<file path="config.mk">
export PLATFORM = sky130hd
export DESIGN_NAME = circular_deque_core_flat
export DESIGN_NICKNAME = d
export VERILOG_FILES = /design/src/hdl/cdq_pkg.sv /design/src/hdl/cdq_channels.sv /design/src/hdl/cdq_ctrl.sv /design/src/hdl/cdq_datapath.sv /design/src/hdl/circular_deque_core.sv /design/src/flat_wrapper.sv
export SDC_FILE = /design/constraint.sdc
export NUM_CORES = 1
export LEC_CHECK = 0
export BUFFER_PORTS_ARGS = -buffer_cell sky130_fd_sc_hd__buf_2
export CAP_MARGIN = 25
export CORE_MARGIN = 1.5
export CORE_UTILIZATION = 25
export CTS_CLUSTER_SIZE = 12
export DETAILED_ROUTE_END_ITERATION = 8
export SYNTH_ARGS = -nofsm -noshare
export SYNTH_HDL_FRONTEND = slang
export SYNTH_SLANG_ARGS = --single-unit
</file>
<file path="constraint.sdc">
create_clock -name clk -period 6.21 [get_ports clk]
set_input_delay 0 -clock clk [delete_from_list [all_inputs] [get_ports clk]]
set_output_delay 0 -clock clk [all_outputs]
set_load 0.03 [all_outputs]
</file>
<file path="src/hdl/cdq_pkg.sv">
// ----------------------------------------------------------------------------
// cdq_pkg
// Types, codes and default sizes shared by the circular deque modules.
// ----------------------------------------------------------------------------
package cdq_pkg;

    localparam int DEFAULT_DEPTH      = 8;
    localparam int DEFAULT_DATA_WIDTH = 32;

    localparam int OP_W     = 3;
    localparam int VALUE_W  = 32;
    localparam int STATUS_W = 2;
    localparam int OCC_W    = 4;

    typedef enum logic [OP_W-1:0] {
        OP_PUSH_FRONT = 3'd0,
        OP_PUSH_REAR  = 3'd1,
        OP_POP_FRONT  = 3'd2,
        OP_POP_REAR   = 3'd3,
        OP_PEEK_FRONT = 3'd4,
        OP_PEEK_REAR  = 3'd5,
        OP_DUMP       = 3'd6
    } op_t;

    typedef enum logic [STATUS_W-1:0] {
        STAT_OK       = 2'd0,
        STAT_OVERFLOW = 2'd1,
        STAT_EMPTY    = 2'd2
    } stat_t;

    typedef enum logic [1:0] {
        ST_IDLE,
        ST_EMIT,
        ST_DUMP
    } state_t;

    // controller -> datapath
    typedef struct packed {
        logic  push;
        logic  pop;
        logic  rd_en;
        logic  front;
        logic  dump_start;
        logic  dump_step;
        logic  out_load;
        stat_t out_status;
        logic  out_rdata;
    } cdq_cmd_t;

    // datapath -> controller
    typedef struct packed {
        logic empty;
        logic full;
        logic walk_last;
    } cdq_flags_t;

endpackage

</file>
<file path="src/hdl/cdq_channels.sv">
// ----------------------------------------------------------------------------
// cdq channels
// Valid/ready channel interfaces for deque requests and results.
// ----------------------------------------------------------------------------
interface cdq_in_if;
    import cdq_pkg::*;

    logic                      valid;
    logic                      ready;
    logic [OP_W-1:0]           operation;
    logic signed [VALUE_W-1:0] value;

    modport source (output valid, output operation, output value, input ready);
    modport sink   (input valid, input operation, input value, output ready);
endinterface

interface cdq_out_if;
    import cdq_pkg::*;

    logic                      valid;
    logic                      ready;
    logic [STATUS_W-1:0]       status;
    logic signed [VALUE_W-1:0] data;
    logic                      last;
    logic [OCC_W-1:0]          occupancy;

    modport source (output valid, output status, output data, output last,
                    output occupancy, input ready);
    modport sink   (input valid, input status, input data, input last,
                    input occupancy, output ready);
endinterface

</file>
<file path="src/hdl/cdq_ctrl.sv">
// ----------------------------------------------------------------------------
// cdq_ctrl
// Request decode and result sequencing for the circular deque.
// ----------------------------------------------------------------------------
module cdq_ctrl (
    input  logic                       clk,
    input  logic                       rst_n,
    input  logic                       in_valid,
    input  logic [cdq_pkg::OP_W-1:0]   in_operation,
    output logic                       in_ready,
    output logic                       out_valid,
    output logic                       out_last,
    input  logic                       out_ready,
    input  cdq_pkg::cdq_flags_t        flags,
    output cdq_pkg::cdq_cmd_t          cmd
);
    import cdq_pkg::*;

    state_t state_reg;
    state_t state_next;

    always_ff @(posedge clk or negedge rst_n)
    begin
        if (!rst_n)
        begin
            state_reg <= ST_IDLE;
        end
        else
        begin
            state_reg <= state_next;
        end
    end

    always_comb
    begin
        state_next = state_reg;
        cmd        = '0;
        in_ready   = 1'b0;
        out_valid  = 1'b0;
        out_last   = 1'b0;

        case (state_reg)
            ST_IDLE:
            begin
                in_ready = 1'b1;
                if (in_valid)
                begin
                    cmd.out_load   = 1'b1;
                    cmd.out_status = STAT_OK;
                    state_next     = ST_EMIT;
                    case (op_t'(in_operation))
                        OP_PUSH_FRONT, OP_PUSH_REAR:
                        begin
                            if (flags.full)
                            begin
                                cmd.out_status = STAT_OVERFLOW;
                            end
                            else
                            begin
                                cmd.push  = 1'b1;
                                cmd.front = (op_t'(in_operation) == OP_PUSH_FRONT);
                            end
                        end
                        OP_POP_FRONT, OP_POP_REAR:
                        begin
                            if (flags.empty)
                            begin
                                cmd.out_status = STAT_EMPTY;
                            end
                            else
                            begin
                                cmd.pop       = 1'b1;
                                cmd.rd_en     = 1'b1;
                                cmd.out_rdata = 1'b1;
                                cmd.front     = (op_t'(in_operation) == OP_POP_FRONT);
                            end
                        end
                        OP_PEEK_FRONT, OP_PEEK_REAR:
                        begin
                            if (flags.empty)
                            begin
                                cmd.out_status = STAT_EMPTY;
                            end
                            else
                            begin
                                cmd.rd_en     = 1'b1;
                                cmd.out_rdata = 1'b1;
                                cmd.front     = (op_t'(in_operation) == OP_PEEK_FRONT);
                            end
                        end
                        OP_DUMP:
                        begin
                            if (flags.empty)
                            begin
                                cmd.out_status = STAT_EMPTY;
                            end
                            else
                            begin
                                cmd.dump_start = 1'b1;
                                cmd.rd_en      = 1'b1;
                                cmd.front      = 1'b1;
                                cmd.out_rdata  = 1'b1;
                                state_next     = ST_DUMP;
                            end
                        end
                        default:
                        begin
                            // unused code: plain ok, no data
                            cmd.out_status = STAT_OK;
                        end
                    endcase
                end
            end
            ST_EMIT:
            begin
                out_valid = 1'b1;
                out_last  = 1'b1;
                if (out_ready)
                begin
                    state_next = ST_IDLE;
                end
            end
            ST_DUMP:
            begin
                out_valid = 1'b1;
                out_last  = flags.walk_last;
                if (out_ready)
                begin
                    if (flags.walk_last)
                    begin
                        state_next = ST_IDLE;
                    end
                    else
                    begin
                        // fetch next element while this one leaves
                        cmd.dump_step = 1'b1;
                        cmd.rd_en     = 1'b1;
                    end
                end
            end
            default:
            begin
                state_next = ST_IDLE;
            end
        endcase
    end

endmodule

</file>
<file path="src/hdl/cdq_datapath.sv">
// ----------------------------------------------------------------------------
// cdq_datapath
// Slot memory, front/rear indices, element count and result registers.
// ----------------------------------------------------------------------------
module cdq_datapath #(
    parameter int DEPTH      = cdq_pkg::DEFAULT_DEPTH,
    parameter int DATA_WIDTH = cdq_pkg::DEFAULT_DATA_WIDTH
) (
    input  logic                               clk,
    input  logic                               rst_n,
    input  cdq_pkg::cdq_cmd_t                  cmd,
    input  logic signed [cdq_pkg::VALUE_W-1:0] value,
    output cdq_pkg::cdq_flags_t                flags,
    output logic [cdq_pkg::STATUS_W-1:0]       status,
    output logic signed [cdq_pkg::VALUE_W-1:0] data,
    output logic [cdq_pkg::OCC_W-1:0]          occupancy
);
    import cdq_pkg::*;

    localparam int IDX_W = $clog2(DEPTH);
    localparam int CNT_W = $clog2(DEPTH + 1);
    localparam logic [IDX_W-1:0] IDX_LAST = IDX_W'(DEPTH - 1);
    localparam logic [CNT_W-1:0] CNT_FULL = CNT_W'(DEPTH);
    localparam logic [CNT_W-1:0] CNT_ONE  = CNT_W'(1);

    logic [DATA_WIDTH-1:0] mem [DEPTH];

    logic [IDX_W-1:0]      head_reg, head_next;
    logic [IDX_W-1:0]      tail_reg, tail_next;
    logic [IDX_W-1:0]      walk_reg, walk_next;
    logic [CNT_W-1:0]      count_reg, count_next;
    logic [CNT_W-1:0]      remain_reg, remain_next;
    stat_t                 status_reg;
    logic                  rdata_sel_reg;
    logic [DATA_WIDTH-1:0] rdata_reg;

    logic                  wr_en;
    logic [IDX_W-1:0]      wr_addr;
    logic [IDX_W-1:0]      rd_addr;
    logic [DATA_WIDTH+VALUE_W-1:0] value_ext;
    logic [DATA_WIDTH+VALUE_W-1:0] rdata_ext;
    logic [CNT_W+OCC_W-1:0]        count_ext;

    function automatic logic [IDX_W-1:0] idx_inc(input logic [IDX_W-1:0] i);
        return (i == IDX_LAST) ? '0 : i + IDX_W'(1);
    endfunction

    function automatic logic [IDX_W-1:0] idx_dec(input logic [IDX_W-1:0] i);
        return (i == '0) ? IDX_LAST : i - IDX_W'(1);
    endfunction

    assign flags.empty     = (count_reg == '0);
    assign flags.full      = (count_reg == CNT_FULL);
    assign flags.walk_last = (remain_reg == CNT_ONE);

    assign value_ext = {{DATA_WIDTH{1'b0}}, value};
    assign rdata_ext = {{VALUE_W{1'b0}}, rdata_reg};
    assign count_ext = {{OCC_W{1'b0}}, count_reg};

    assign status    = status_reg;
    assign data      = rdata_sel_reg ? rdata_ext[VALUE_W-1:0] : '0;
    assign occupancy = count_ext[OCC_W-1:0];

    always_comb
    begin
        head_next   = head_reg;
        tail_next   = tail_reg;
        walk_next   = walk_reg;
        count_next  = count_reg;
        remain_next = remain_reg;
        wr_en       = 1'b0;
        wr_addr     = '0;

        if (cmd.dump_step)
        begin
            rd_addr = walk_reg;
        end
        else if (cmd.front)
        begin
            rd_addr = head_reg;
        end
        else
        begin
            rd_addr = tail_reg;
        end

        if (cmd.push)
        begin
            wr_en      = 1'b1;
            count_next = count_reg + CNT_ONE;
            if (flags.empty)
            begin
                head_next = '0;
                tail_next = '0;
                wr_addr   = '0;
            end
            else if (cmd.front)
            begin
                head_next = idx_dec(head_reg);
                wr_addr   = idx_dec(head_reg);
            end
            else
            begin
                tail_next = idx_inc(tail_reg);
                wr_addr   = idx_inc(tail_reg);
            end
        end

        if (cmd.pop)
        begin
            count_next = count_reg - CNT_ONE;
            if (count_reg == CNT_ONE)
            begin
                head_next = '0;
                tail_next = '0;
            end
            else if (cmd.front)
            begin
                head_next = idx_inc(head_reg);
            end
            else
            begin
                tail_next = idx_dec(tail_reg);
            end
        end

        if (cmd.dump_start)
        begin
            walk_next   = idx_inc(head_reg);
            remain_next = count_reg;
        end
        else if (cmd.dump_step)
        begin
            walk_next   = idx_inc(walk_reg);
            remain_next = remain_reg - CNT_ONE;
        end
    end

    always_ff @(posedge clk or negedge rst_n)
    begin
        if (!rst_n)
        begin
            head_reg      <= '0;
            tail_reg      <= '0;
            walk_reg      <= '0;
            count_reg     <= '0;
            remain_reg    <= '0;
            status_reg    <= STAT_OK;
            rdata_sel_reg <= 1'b0;
        end
        else
        begin
            head_reg   <= head_next;
            tail_reg   <= tail_next;
            walk_reg   <= walk_next;
            count_reg  <= count_next;
            remain_reg <= remain_next;
            if (cmd.out_load)
            begin
                status_reg    <= cmd.out_status;
                rdata_sel_reg <= cmd.out_rdata;
            end
        end
    end

    always_ff @(posedge clk)
    begin
        if (wr_en)
        begin
            mem[wr_addr] <= value_ext[DATA_WIDTH-1:0];
        end
        if (cmd.rd_en)
        begin
            rdata_reg <= mem[rd_addr];
        end
    end

endmodule

</file>
<file path="src/hdl/circular_deque_core.sv">
// ----------------------------------------------------------------------------
// circular_deque_core
// Fixed-depth ring-buffer double-ended queue with dump.
// ----------------------------------------------------------------------------
// Usage:
//   in_ch carries one request: operation (push front/rear, pop front/rear,
//   peek front/rear, dump) and value, used by pushes only.
//   out_ch returns results: status (ok, overflow, empty), data, last, and
//   the occupancy after the operation. Every request gives one result with
//   last set, except a dump of a non-empty queue, which gives one result per
//   stored element, front to rear, with last on the rear one.
// Timing:
//   A request is taken while idle; its result is valid the next cycle, as
//   the status and the data come from registers, the data from a registered
//   read of the single slot memory. During a dump the next element is read
//   as each result is taken. The controller holds one request at a
//   time: in_ch.ready is low while results are pending.
// Reset: the queue comes up empty, no result pending; slot contents are not
//   cleared. A stalled receiver holds the current result and all state.
// ----------------------------------------------------------------------------
module circular_deque_core #(
    parameter int DEPTH      = cdq_pkg::DEFAULT_DEPTH,
    parameter int DATA_WIDTH = cdq_pkg::DEFAULT_DATA_WIDTH
) (
    input  logic      clk,
    input  logic      rst_n,
    cdq_in_if.sink    in_ch,
    cdq_out_if.source out_ch
);
    import cdq_pkg::*;

    cdq_cmd_t   cmd;
    cdq_flags_t flags;

    cdq_ctrl u_ctrl (
        .clk          (clk),
        .rst_n        (rst_n),
        .in_valid     (in_ch.valid),
        .in_operation (in_ch.operation),
        .in_ready     (in_ch.ready),
        .out_valid    (out_ch.valid),
        .out_last     (out_ch.last),
        .out_ready    (out_ch.ready),
        .flags        (flags),
        .cmd          (cmd)
    );

    cdq_datapath #(
        .DEPTH      (DEPTH),
        .DATA_WIDTH (DATA_WIDTH)
    ) u_datapath (
        .clk       (clk),
        .rst_n     (rst_n),
        .cmd       (cmd),
        .value     (in_ch.value),
        .flags     (flags),
        .status    (out_ch.status),
        .data      (out_ch.data),
        .occupancy (out_ch.occupancy)
    );

endmodule

</file>
<file path="src/flat_wrapper.sv">
// flat-port wrapper written by rule: the top's interface ports become plain ports
module circular_deque_core_flat import cdq_pkg::*;
#(
    parameter int DEPTH      = cdq_pkg::DEFAULT_DEPTH,
    parameter int DATA_WIDTH = cdq_pkg::DEFAULT_DATA_WIDTH
)
  (clk, rst_n, in_ch_valid, in_ch_operation, in_ch_value, in_ch_ready, out_ch_valid, out_ch_status, out_ch_data, out_ch_last, out_ch_occupancy, out_ch_ready);
  cdq_in_if in_ch_i ();
  cdq_out_if out_ch_i ();
  input  logic clk;
  input  logic rst_n;
  input wire logic [$bits(in_ch_i.valid)-1:0] in_ch_valid;
  input wire logic [$bits(in_ch_i.operation)-1:0] in_ch_operation;
  input wire logic [$bits(in_ch_i.value)-1:0] in_ch_value;
  output wire logic [$bits(in_ch_i.ready)-1:0] in_ch_ready;
  output wire logic [$bits(out_ch_i.valid)-1:0] out_ch_valid;
  output wire logic [$bits(out_ch_i.status)-1:0] out_ch_status;
  output wire logic [$bits(out_ch_i.data)-1:0] out_ch_data;
  output wire logic [$bits(out_ch_i.last)-1:0] out_ch_last;
  output wire logic [$bits(out_ch_i.occupancy)-1:0] out_ch_occupancy;
  input wire logic [$bits(out_ch_i.ready)-1:0] out_ch_ready;
  assign in_ch_i.valid = in_ch_valid;
  assign in_ch_i.operation = in_ch_operation;
  assign in_ch_i.value = in_ch_value;
  assign in_ch_ready = in_ch_i.ready;
  assign out_ch_valid = out_ch_i.valid;
  assign out_ch_status = out_ch_i.status;
  assign out_ch_data = out_ch_i.data;
  assign out_ch_last = out_ch_i.last;
  assign out_ch_occupancy = out_ch_i.occupancy;
  assign out_ch_i.ready = out_ch_ready;
  circular_deque_core #(.DEPTH(DEPTH), .DATA_WIDTH(DATA_WIDTH)) u_core (.clk(clk), .rst_n(rst_n), .in_ch(in_ch_i), .out_ch(out_ch_i));
endmodule
</file>
**Yosys cells after proc, flatten, opt, wreduce, memory -nomap -nowiden**

Memory sizes are Yosys's and may differ from the RTL's. A register that Yosys moved wholly into a read port is not among the register bits.
Cells that the tools add are included.

- Register bits after elaboration: 22
- Memory bits (writable): 256
- Bits of input ports: 39
- Output and inout port bits: 41
- Memories kept: 1

Memory list:

| memory | depth | width | rd ports | clocked after memory_dff | write ports | RTL line | RTL |
|---|---|---|---|---|---|---|---|
| u_core.u_datapath.mem | 8 | 32 | 1 | 1 | 1 | cdq_datapath.sv:26 | `logic [DATA_WIDTH-1:0] mem [DEPTH];` |

- $add $sub $neg: 8
- Equality and inequality tests: 18
- Multiplexer cells: 66
- Reductions and logical operators: 13

Operator list:

| operator | number |
|---|---|
| 2-to-1 mux 3 bit | 26 |
| 2-to-1 mux 32 bit | 1 |
| 2-to-1 mux 4 bit | 6 |
| 2-to-1 mux 2 bit | 10 |
| == test 3 bit (second input constant) | 6 |
| 2-to-1 mux 1 bit | 16 |
| adder 3 x 1 -> 3 bit (second input constant) | 3 |
| logical NOT 3 bit | 3 |
| == test 4 x 1 -> 1 bit (second input constant) | 2 |
| != test 2 bit (second input constant) | 4 |
| OR reduction 2 bit | 4 |
| subtractor 4 x 1 -> 4 bit (second input constant) | 2 |
| == test 3 x 2 -> 1 bit (second input constant) | 2 |
| case mux 2 bit (3 select lines) | 1 |
| subtractor 3 x 1 -> 3 bit (second input constant) | 2 |
| 2-to-1 mux 5 bit | 1 |
| OR reduction 5 bit | 1 |
| adder 4 x 1 -> 4 bit (second input constant) | 1 |
| == test 4 bit (second input constant) | 1 |
| logical NOT 4 bit | 1 |
| case mux 1 bit (2 select lines) | 2 |
| case mux 1 bit (4 select lines) | 1 |
| case mux 2 bit (2 select lines) | 1 |
| AND reduction 4 bit | 1 |
| 6 further kinds | 7 |

**Logic depth before layout (Yosys ltp)**

Gate-level depths: netlist (run 1).

- Word-level depth: 11
- Mapped depth: 11
- Depth with buffers taken out: 8

**Hierarchy**

Synthesis (run 1) repeated with hierarchy kept, for this count alone.

- Cell total of the unflattened synthesis: 926
- Area, all modules: 12963.7 um^2

By module, submodules not included:

| module | times used | cells an instance | area an instance (um^2) | seq. area each (um^2) |
|---|---|---|---|---|
| cdq_datapath | 1 | 891 | 12677.2 | 9148.8 |
| cdq_ctrl | 1 | 35 | 286.5 | 50.0 |

**Worst setup path after synthesis (run 1)**

Ideal clock, no wire load.

- Path type: reg2reg
- From: register u_core.u_ctrl.state_reg[0]
- To: memory u_core.u_datapath.mem[4][0] (netlist bit) (enable)
- Arrival: 4504 ps
- Setup slack: 1245 ps
- Stages on the path, launching flop included: 8
- Path buffers: 0
- Period minus slack after synthesis: 4965 ps
- Cells stage by stage: dfrtp_1 -> inv_1 -> ha_1 -> nand2_1 -> a2111oi_4 -> nand2_1 -> or3_1 -> nor3_1

- Longest elaborated chain between the ends: 5
- Elaborated cells on any way between the ends: 9

RTL lines:

| element | RTL line | RTL |
|---|---|---|
| start, declared | cdq_ctrl.sv:19 | `state_t state_reg;` |
| start signal, assigned | cdq_ctrl.sv:30 | `state_reg <= state_next;` |
| logical NOT 2 bit * | cdq_ctrl.sv:42 | `case (state_reg)` |
| 2-to-1 mux 2 bit | cdq_ctrl.sv:42 |  |
| 2-to-1 mux 3 bit or 2-to-1 mux 1 bit (tied branches) | cdq_datapath.sv:97, cdq_datapath.sv:87 |  |
| 2-to-1 mux 3 bit or 2-to-1 mux 1 bit (tied branches) | cdq_datapath.sv:91, cdq_datapath.sv:168 |  |
| 2-to-1 mux 3 bit or 2-to-1 mux 1 bit (tied branches) | cdq_datapath.sv:87, cdq_datapath.sv:170 |  |
| end, declared | cdq_datapath.sv:26 |  |

Mark *: on every way between the ends. The rest lies on a longest branch, timed or not.

**Worst setup path in the final report (run 1)**

- From: register u_core.u_datapath.count_reg[0], in the netlist u_core.u_datapath.occupancy[0]
- To: memory u_core.u_datapath.mem[2][6] (netlist bit) (enable)

- Longest elaborated chain between the ends: 8
- Elaborated cells on any way between the ends: 18

RTL lines:

| element | RTL line | RTL |
|---|---|---|
| start, declared | cdq_datapath.sv:31 | `logic [CNT_W-1:0] count_reg, count_next;` |
| start signal, assigned | cdq_datapath.sv:156 | `count_reg <= count_next;` |
| == test 4 bit or logical NOT 4 bit (tied branches) | cdq_datapath.sv:53, cdq_datapath.sv:52 |  |
| 2-to-1 mux 1 bit, or another cell as far along | cdq_ctrl.sv:54 | `if (flags.full)` |
| case mux 1 bit (4 select lines) or 2-to-1 mux 1 bit (tied branches) | cdq_ctrl.sv:51 | `case (op_t'(in_operation))` |
| 2-to-1 mux 5 bit | cdq_ctrl.sv:46 | `if (in_valid)` |
| 2-to-1 mux 2 bit | cdq_ctrl.sv:42 |  |
| 2-to-1 mux 3 bit or 2-to-1 mux 1 bit (tied branches) | cdq_datapath.sv:97, cdq_datapath.sv:87 |  |
| 2-to-1 mux 3 bit or 2-to-1 mux 1 bit (tied branches) | cdq_datapath.sv:91, cdq_datapath.sv:168 |  |
| 2-to-1 mux 3 bit or 2-to-1 mux 1 bit (tied branches) | cdq_datapath.sv:87, cdq_datapath.sv:170 |  |

Several ways; a longest one is shown, not always the timed one.

==> flow_summary_export.csv, run 1 <==
group,metric,value,unit
power,p_leak,5.71,nW
yosys,synthesis.area,0.0132,mm^2
grt,grt_pass1_vias,7100,
sta,rsz0062_at_grt,"false",
critical_path,endpoint_kind,"flip-flop",
cells_and_area,fin_cells,1622,
sta,fin_ws,2.39,ns
floorplanning,dieArea,0.0543,mm^2
yosys,synth_ff_type,"edfxtp_1",
run,maxCapViolations,0,
min_path,holdCritPathClass,"in2reg",
clock_tree,cts_made_buffers,34,
cells_and_area,finish.utilization,30.1,%
routing,drc,0,
power,p_int,4.60,mW
clock_tree,clk_pin_slew,0.06,ns
yosys,yosys.area_share.xor_xnor,0.397,%
yosys,synth_top_family_by_area,"multiplexers",
yosys,synth_cell_types,55,
routing,wl_per_cell,16.7,um
grt,gr-total-overflow,0,
sta,setup_viol,0,
power,clockPowerShare,27.2,%
routing,viasPerCell,4.23,
cells_and_area,fill_cells,5136,
sta,clock_skew,0.0183,ns
routing,vias,6856,
clock_tree,clock_latency,0.52,ns
grt,antenna_found_initial,4,
sta,fin_crit_sh,61.5,%
min_path,holdPathStages,4,
floorplanning,die_w,233,um
power,power_density,433,mW/mm^2
cells_and_area,seqCellArea,0.00920,mm^2
power,p_switching,2.23,mW
cells_and_area,fin_nets,973,
power,switching_share,32.6,%
critical_path,cp_data_required_time,6.35,ns
clock_tree,tritoncts,"built",
critical_path,r2r.worst_path.cells,9,
status,outcome,"complete, no violations",
yosys,synth_adder_area_share,1.70,%
cells_and_area,multi_input_area,0.00373,mm^2
critical_path,path_delay_family,"compound AO/OA/AOI/OAI gates",
floorplanning,die_h,233,um
yosys,ys_seq_elements,310,
power,vdd_drop_max,0.000431,V
yosys,synth_compound_area_share,3.42,%
placed_design,place_area,0.0144,mm^2
yosys,ys.warnings.count,0,
power,power.combinational.fraction,33.7,%
floorplanning,ios,80,
clock_tree,clockRootBuffer,"clkbuf_16",
placed_design,placed_cells,1529,
clock_tree,clk_path_buf_depth,3,
critical_path,cp_data_arrival_time,3.96,ns
critical_path,path_max_fanout,32,
routing,drt-initial-drc-count,348,
sta,timing.hold.ws,0.0360,ns
critical_path,cp.depth,9,
routing,drt-pass1-iter-count,5,
sta,relSlewSlack,36.2,%
sta,worst_slew_pin_slew,0.958,ns
cells_and_area,largest_register_ffs,256,
power,total_power,6.83,mW
yosys,ys_seq_area_share,69.5,%
floorplanning,core.rowCount,84,
routing,ant_nets,0,
clock_tree,h-tree-depth,2,
yosys,synth_simple_gate_area_share,4.50,%
critical_path,critical_path_class,"reg2reg",
placed_design,place.gp.congestion,0.741,
yosys,synth_edf_count,288,
cells_and_area,syn_to_final_growth,19.1,%
placed_design,place_hpwl,15300,um
yosys,synth_nets,841,
critical_path,path_cells,"inv_1 -> ha_1 -> and2b_1 -> a31oi_2 -> nor3_1 -> o21ai_0 -> nand2_1 -> nor3_2 -> buf_4",
routing,wl,27100,um
yosys,synth_mux_area_share,17.6,%
placed_design,dp_slack,2.42,ns
sta,max_freq,262,MHz
sta,final_max_slew_viol_count,0,
yosys,synthesis.instances,784,
clock_tree,cts_sinks,310,
critical_path,start_kind,"flip-flop",
yosys,async_reset_ff_share,7.10,%
critical_path,cpPeakStageDelay,0.67,ns
cells_and_area,drive_gt1_share,20.2,%
critical_path,crit_slowest_cell,"a31oi_2",
sta,fin_tns_setup,0,ns
critical_path,cp_num_buf_inv,2,
yosys,syn_area_per_cell,16.9,um^2
sta,fin_crit,3.82,ns
grt,grt_pass1_wl,41700,um
grt,gr-usage-all-layers,10.1,%
floorplanning,initial_core_util,25.2,%
grt,grt_max_degree,129,
power,seqPwrFrac,39.1,%
sta,hold_violations,0,
placed_design,io_buffers,79,
cells_and_area,stdcell_area,0.0158,mm^2
floorplanning,core-area,0.0524,mm^2
clock_tree,post-cts-setup-buffers,0,
==> Yosys cell counts, types with 6 or more instances <==
| library cell | instances | area share [%] |
|---|---|---|
| a21oi_1 | 18 | 0.68 |
| and2_1 | 35 | 1.7 |
| buf_2 | 7 | 0.26 |
| buf_6 | 14 | 1.2 |
| buf_8 | 7 | 0.79 |
| clkbuf_1 | 6 | 0.17 |
| dfrtp_1 | 22 | 4.2 |
| edfxtp_1 | 288 | 65 |
| ha_1 | 18 | 1.7 |
| inv_1 | 14 | 0.40 |
| mux2_2 | 34 | 2.9 |
| mux2i_1 | 194 | 15 |
| nand2_1 | 23 | 0.65 |
| nor2_1 | 10 | 0.28 |
| nor3_1 | 13 | 0.49 |
| o21ai_0 | 18 | 0.68 |
==> cell usage in the layout (no fill, tap or decap), types with 3 or more instances in the layout <==
master,netlist,layout
a22oi_1,3,3
mux2_2,34,34
mux2i_1,194,194
nand3_1,5,5
xnor2_1,4,4
nand4b_1,3,3
o21ai_0,18,17
and2_1,35,35
nor3_1,13,5
dlygate4sd3_1,0,39
ha_1,18,18
buf_4,2,13
inv_1,14,14
nand2_1,23,23
edfxtp_1,288,288
dfrtp_1,22,21
nor4_1,3,3
a21oi_1,18,17
clkbuf_16,0,35
nor3_2,0,8
clkinv_1,0,4
buf_2,7,79
clkbuf_1,6,8
nor2_1,10,10
==> power by group through the flow <==
stage	Clock, mW	Combinational (mW)	Sequential, mW
after floorplan	0	1.93	2.67
after global placement	0	2.28	2.72
after detailed placement	0	2.31	2.72
after CTS	1.91	2.35	2.68
after global routing	1.99	2.51	2.70
final	1.86	2.30	2.67
==> what timing repair did <==
action / 4_1_cts / 5_1_grt
endpoints found under the hold margin: 282 / 0
hold buffers: 39 / 0
gates resized for setup: 0 / 0
endpoints found under the setup margin: 0 / 0
==> path summary, 6_finish.rpt <==
path / startpoint / to / slack, ns
max: u_core.u_datapath.occupancy[0] / u_core.u_datapath.mem[2][6] / 2.39
min: in_ch_operation[2] / u_core.u_datapath.occupancy[1] / 0.04
max reg2reg: u_core.u_datapath.occupancy[0] / u_core.u_datapath.mem[2][6] / 2.39
min reg2reg: u_core.u_datapath.status[1] / u_core.u_datapath.status[1] / 0.48
max in group asynchronous: rst_n / u_core.u_datapath.rdata_sel_reg / 4.55
min in group asynchronous: rst_n / u_core.u_datapath.status[0] / 0.47
==> cell families (layout without fill, tap and decap cells) <==
logic type | Yosys count | count (layout)
adders and majority gates | 18 | 18
AOI/OAI and AO/OA | 65 | 65
DFF | 310 | 310
other | 0 | 1
and+or+nand+nor | 107 | 107
buffers and inverters | 50 | 199
xor gates and xnor gates | 6 | 6
muxes | 228 | 228
==> cell type report <==
cell class	count	share of cell area [%]
tap	688	5.46
antenna	1	0.0159
sequential	310	58.4
multi-input combinational	424	23.7
clock inverter	10	0.659
inverter	14	0.333
clock buffer	43	5.75
timing repair buffer	132	5.73
==> worst register-to-register path, delay by kind of cell (launching register included) <==
family,cells,cell delay (ns)
flops,1,0.45
compound gates,2,1.27
fa+ha+maj,1,0.25
simple gates,4,0.85
buf+inv,2,0.62
==> routing by layer <==
metal / GRT usage [%] / vias to the layer above / share of wire [%]
met5: 0 / - / 0.13
met4: 3.31 / 6 / 2.3
met3: 2.20 / 46 / 4.0
met2: 16.8 / 121 / 48
met1: 12.9 / 3400 / 46
li1: - / 3283 / -
(Power assumes the default switching activity.)
==> run 2, diff against run 1 <==
clock period = 3.1 ns   (was 6.21 ns; I/O delays follow)
==> run 2 against run 1 <==
The run now ends with hold timing left. Clock power is 95% higher. Critical endpoint is now u_core.u_datapath.rdata_reg[6]. Flip-flop and latch count stayed put. Sequential share of layout area is 1.8 points lower. Highest routed layer unchanged. Final cell count is 0.92% higher. Hold slack worse by 0.041 ns. Largest cell class unchanged. Die area stayed put. Non-clock buffer count is 20 higher. Global-route usage is 0.59 points higher. Sequential power is 100% higher.
==> flow_summary_export.csv, run 2 (synthesized netlist as in run 1, its figures left out) <==
group,metric,value,unit
routing,viasPerCell,4.35,
floorplanning,die_h,233,um
cells_and_area,final_cell_mix,"edfxtp_1 (288), mux2i_1 (194), buf_2 (79)",
floorplanning,core-area,0.0524,mm^2
sta,max_freq,352,MHz
critical_path,path_max_fanout,22,
routing,vias,7118,
cells_and_area,final_common_cell,"edfxtp_1",
grt,grt_pass1_wl,44000,um
sta,clock_skew,0.0160,ns
sta,fin_crit,2.84,ns
sta,fin_ws,0.256,ns
clock_tree,clock_latency,0.52,ns
routing,drc,0,
cells_and_area,finish.utilization,31.0,%
routing,ant_nets,0,
power,vdd_drop_max,0.000399,V
critical_path,r2r-end,"u_core.u_datapath.rdata_reg[6]",
clock_tree,h-tree-depth,2,
floorplanning,dieArea,0.0543,mm^2
critical_path,critical_path.startpoint,"u_core.u_ctrl.state_reg[0]",
grt,grt_max_degree,34,
critical_path,crit_slowest_cell,"dfrtp_1",
critical_path,cp_data_arrival_time,3.12,ns
clock_tree,clk_pin_slew,0.06,ns
routing,wl_per_cell,17.6,um
placed_design,place.gp.congestion,0.784,
clock_tree,cts_made_buffers,34,
grt,gr-total-overflow,0,
cells_and_area,n_antenna_cell,0,
clock_tree,clockRootBuffer,"clkbuf_16",
power,total_power,14.2,mW
floorplanning,ios,80,
critical_path,path_delay_family,"compound AO/OA/AOI/OAI gates",
floorplanning,initial_core_util,25.2,%
critical_path,start_kind,"flip-flop",
clock_tree,tritoncts,"built",
cells_and_area,fin_nets,993,
critical_path,endpoint_kind,"flip-flop",
clock_tree,cts_sinks,310,
critical_path,critical_path_class,"reg2reg",
placed_design,place_hpwl,16400,um
critical_path,r2r.worst_path.cells,10,
routing,wl,28900,um
cells_and_area,syn_to_final_growth,22.8,%
floorplanning,core.rowCount,84,
sta,fin_crit_sh,91.7,%
sta,hold_violations,4,
grt,gr-usage-all-layers,10.6,%
critical_path,r2r_start,"u_core.u_ctrl.state_reg[0]",
critical_path,cp.depth,10,
floorplanning,die_w,233,um
routing,drt-initial-drc-count,345,
grt,antenna_found_initial,3,
cells_and_area,largest_register_ffs,256,
sta,final_max_slew_viol_count,0,
placed_design,io_buffers,79,
cells_and_area,drive_gt1_share,23.8,%
critical_path,reg2reg_slack,0.26,ns
grt,grt_pass1_vias,7366,
power,power_density,872,mW/mm^2
sta,timing.hold.ws,-0.00460,ns
status,violations,"hold timing",
critical_path,cpPeakStageDelay,0.40,ns
clock_tree,clk_path_buf_depth,3,
sta,rsz0062_at_grt,"false",
power,p_leak,5.92,nW
sta,relSlewSlack,51.7,%
placed_design,dp_slack,0.171,ns
run,maxCapViolations,0,
min_path,holdCritPathClass,"in2async",
sta,worst_slew_pin_slew,0.725,ns
critical_path,path_cells,"inv_1 -> ha_4 -> nand3b_1 -> a32o_1 -> o31ai_4 -> buf_12 -> buf_12 -> mux2i_1 -> mux2i_1 -> mux2_2",
critical_path,cp_num_buf_inv,3,
status,outcome,"complete, but fails checks",
routing,drt-pass1-iter-count,4,
critical_path,critPathCapture,"u_core.u_datapath.rdata_reg[6]",
sta,setup_viol,0,
critical_path,cp_data_required_time,3.38,ns
run 2: layout make-up:
class / instances / area [um^2]
tap: 688 / 861
timing repair buffer: 152 / 1310
inverter: 14 / 52.6
fill: 5088 / 36200
multi-input combinational: 424 / 3860
sequential: 310 / 9200
clock inverter: 10 / 80.1
clock buffer: 39 / 891
run 2: worst min-delay path by stage:
stage	startpoint	end	slack (ns)	cells after the start
after CTS	rst_n	u_core.u_datapath.occupancy[1]	0.0009	2
after global routing	out_ch_ready	u_core.u_ctrl.state_reg[0]	0.04	3
after global placement	rst_n	u_core.u_datapath.occupancy[3]	0.02	1
final	rst_n	u_core.u_datapath.status[0]	-0.005	2
after detailed placement	rst_n	u_core.u_datapath.occupancy[3]	0.02	1
after floorplan	rst_n	u_core.u_ctrl.state_reg[0]	-0.30	0
run 2: per-stage QoR:
| step | instances | hold slack [ns] | TNS (ns) | cell area, um^2 |
|---|---|---|---|---|
| finish | 1637 | -0.00460 | 0 | 16300 |
| floorplan | 784 | -0.296 | -28.99 | 13400 |
| global route | 1637 | 0.0400 | 0 | 16300 |
| detailed placement | 1550 | 0.0195 | 0 | 14900 |
| CTS | 1635 | 0.000880 | 0 | 16200 |
| global placement | 1549 | 0.0184 | 0 | 14900 |
run 2: metal layers:
metal | track usage (%) | wire length, um
met1 | 13.4 | 12800
met2 | 18.0 | 14000
met3 | 2.08 | 1230
met4 | 3.97 | 773
met5 | 0 | 40
run 2: report_power, final:
group | switching (mW) | leakage, nW | internal [mW]
combinational | 2.76 | 2.58 | 2.43
clock | 1.57 | 0.471 | 2.05
sequential | 0.308 | 2.87 | 5.07
run 2: what timing repair did:
item                       CTS  global route
resized for setup            0             0
setup buffers                0             1
hold endpoints to repair   282             0
setup endpoints to repair    0             1
hold buffers                36             0
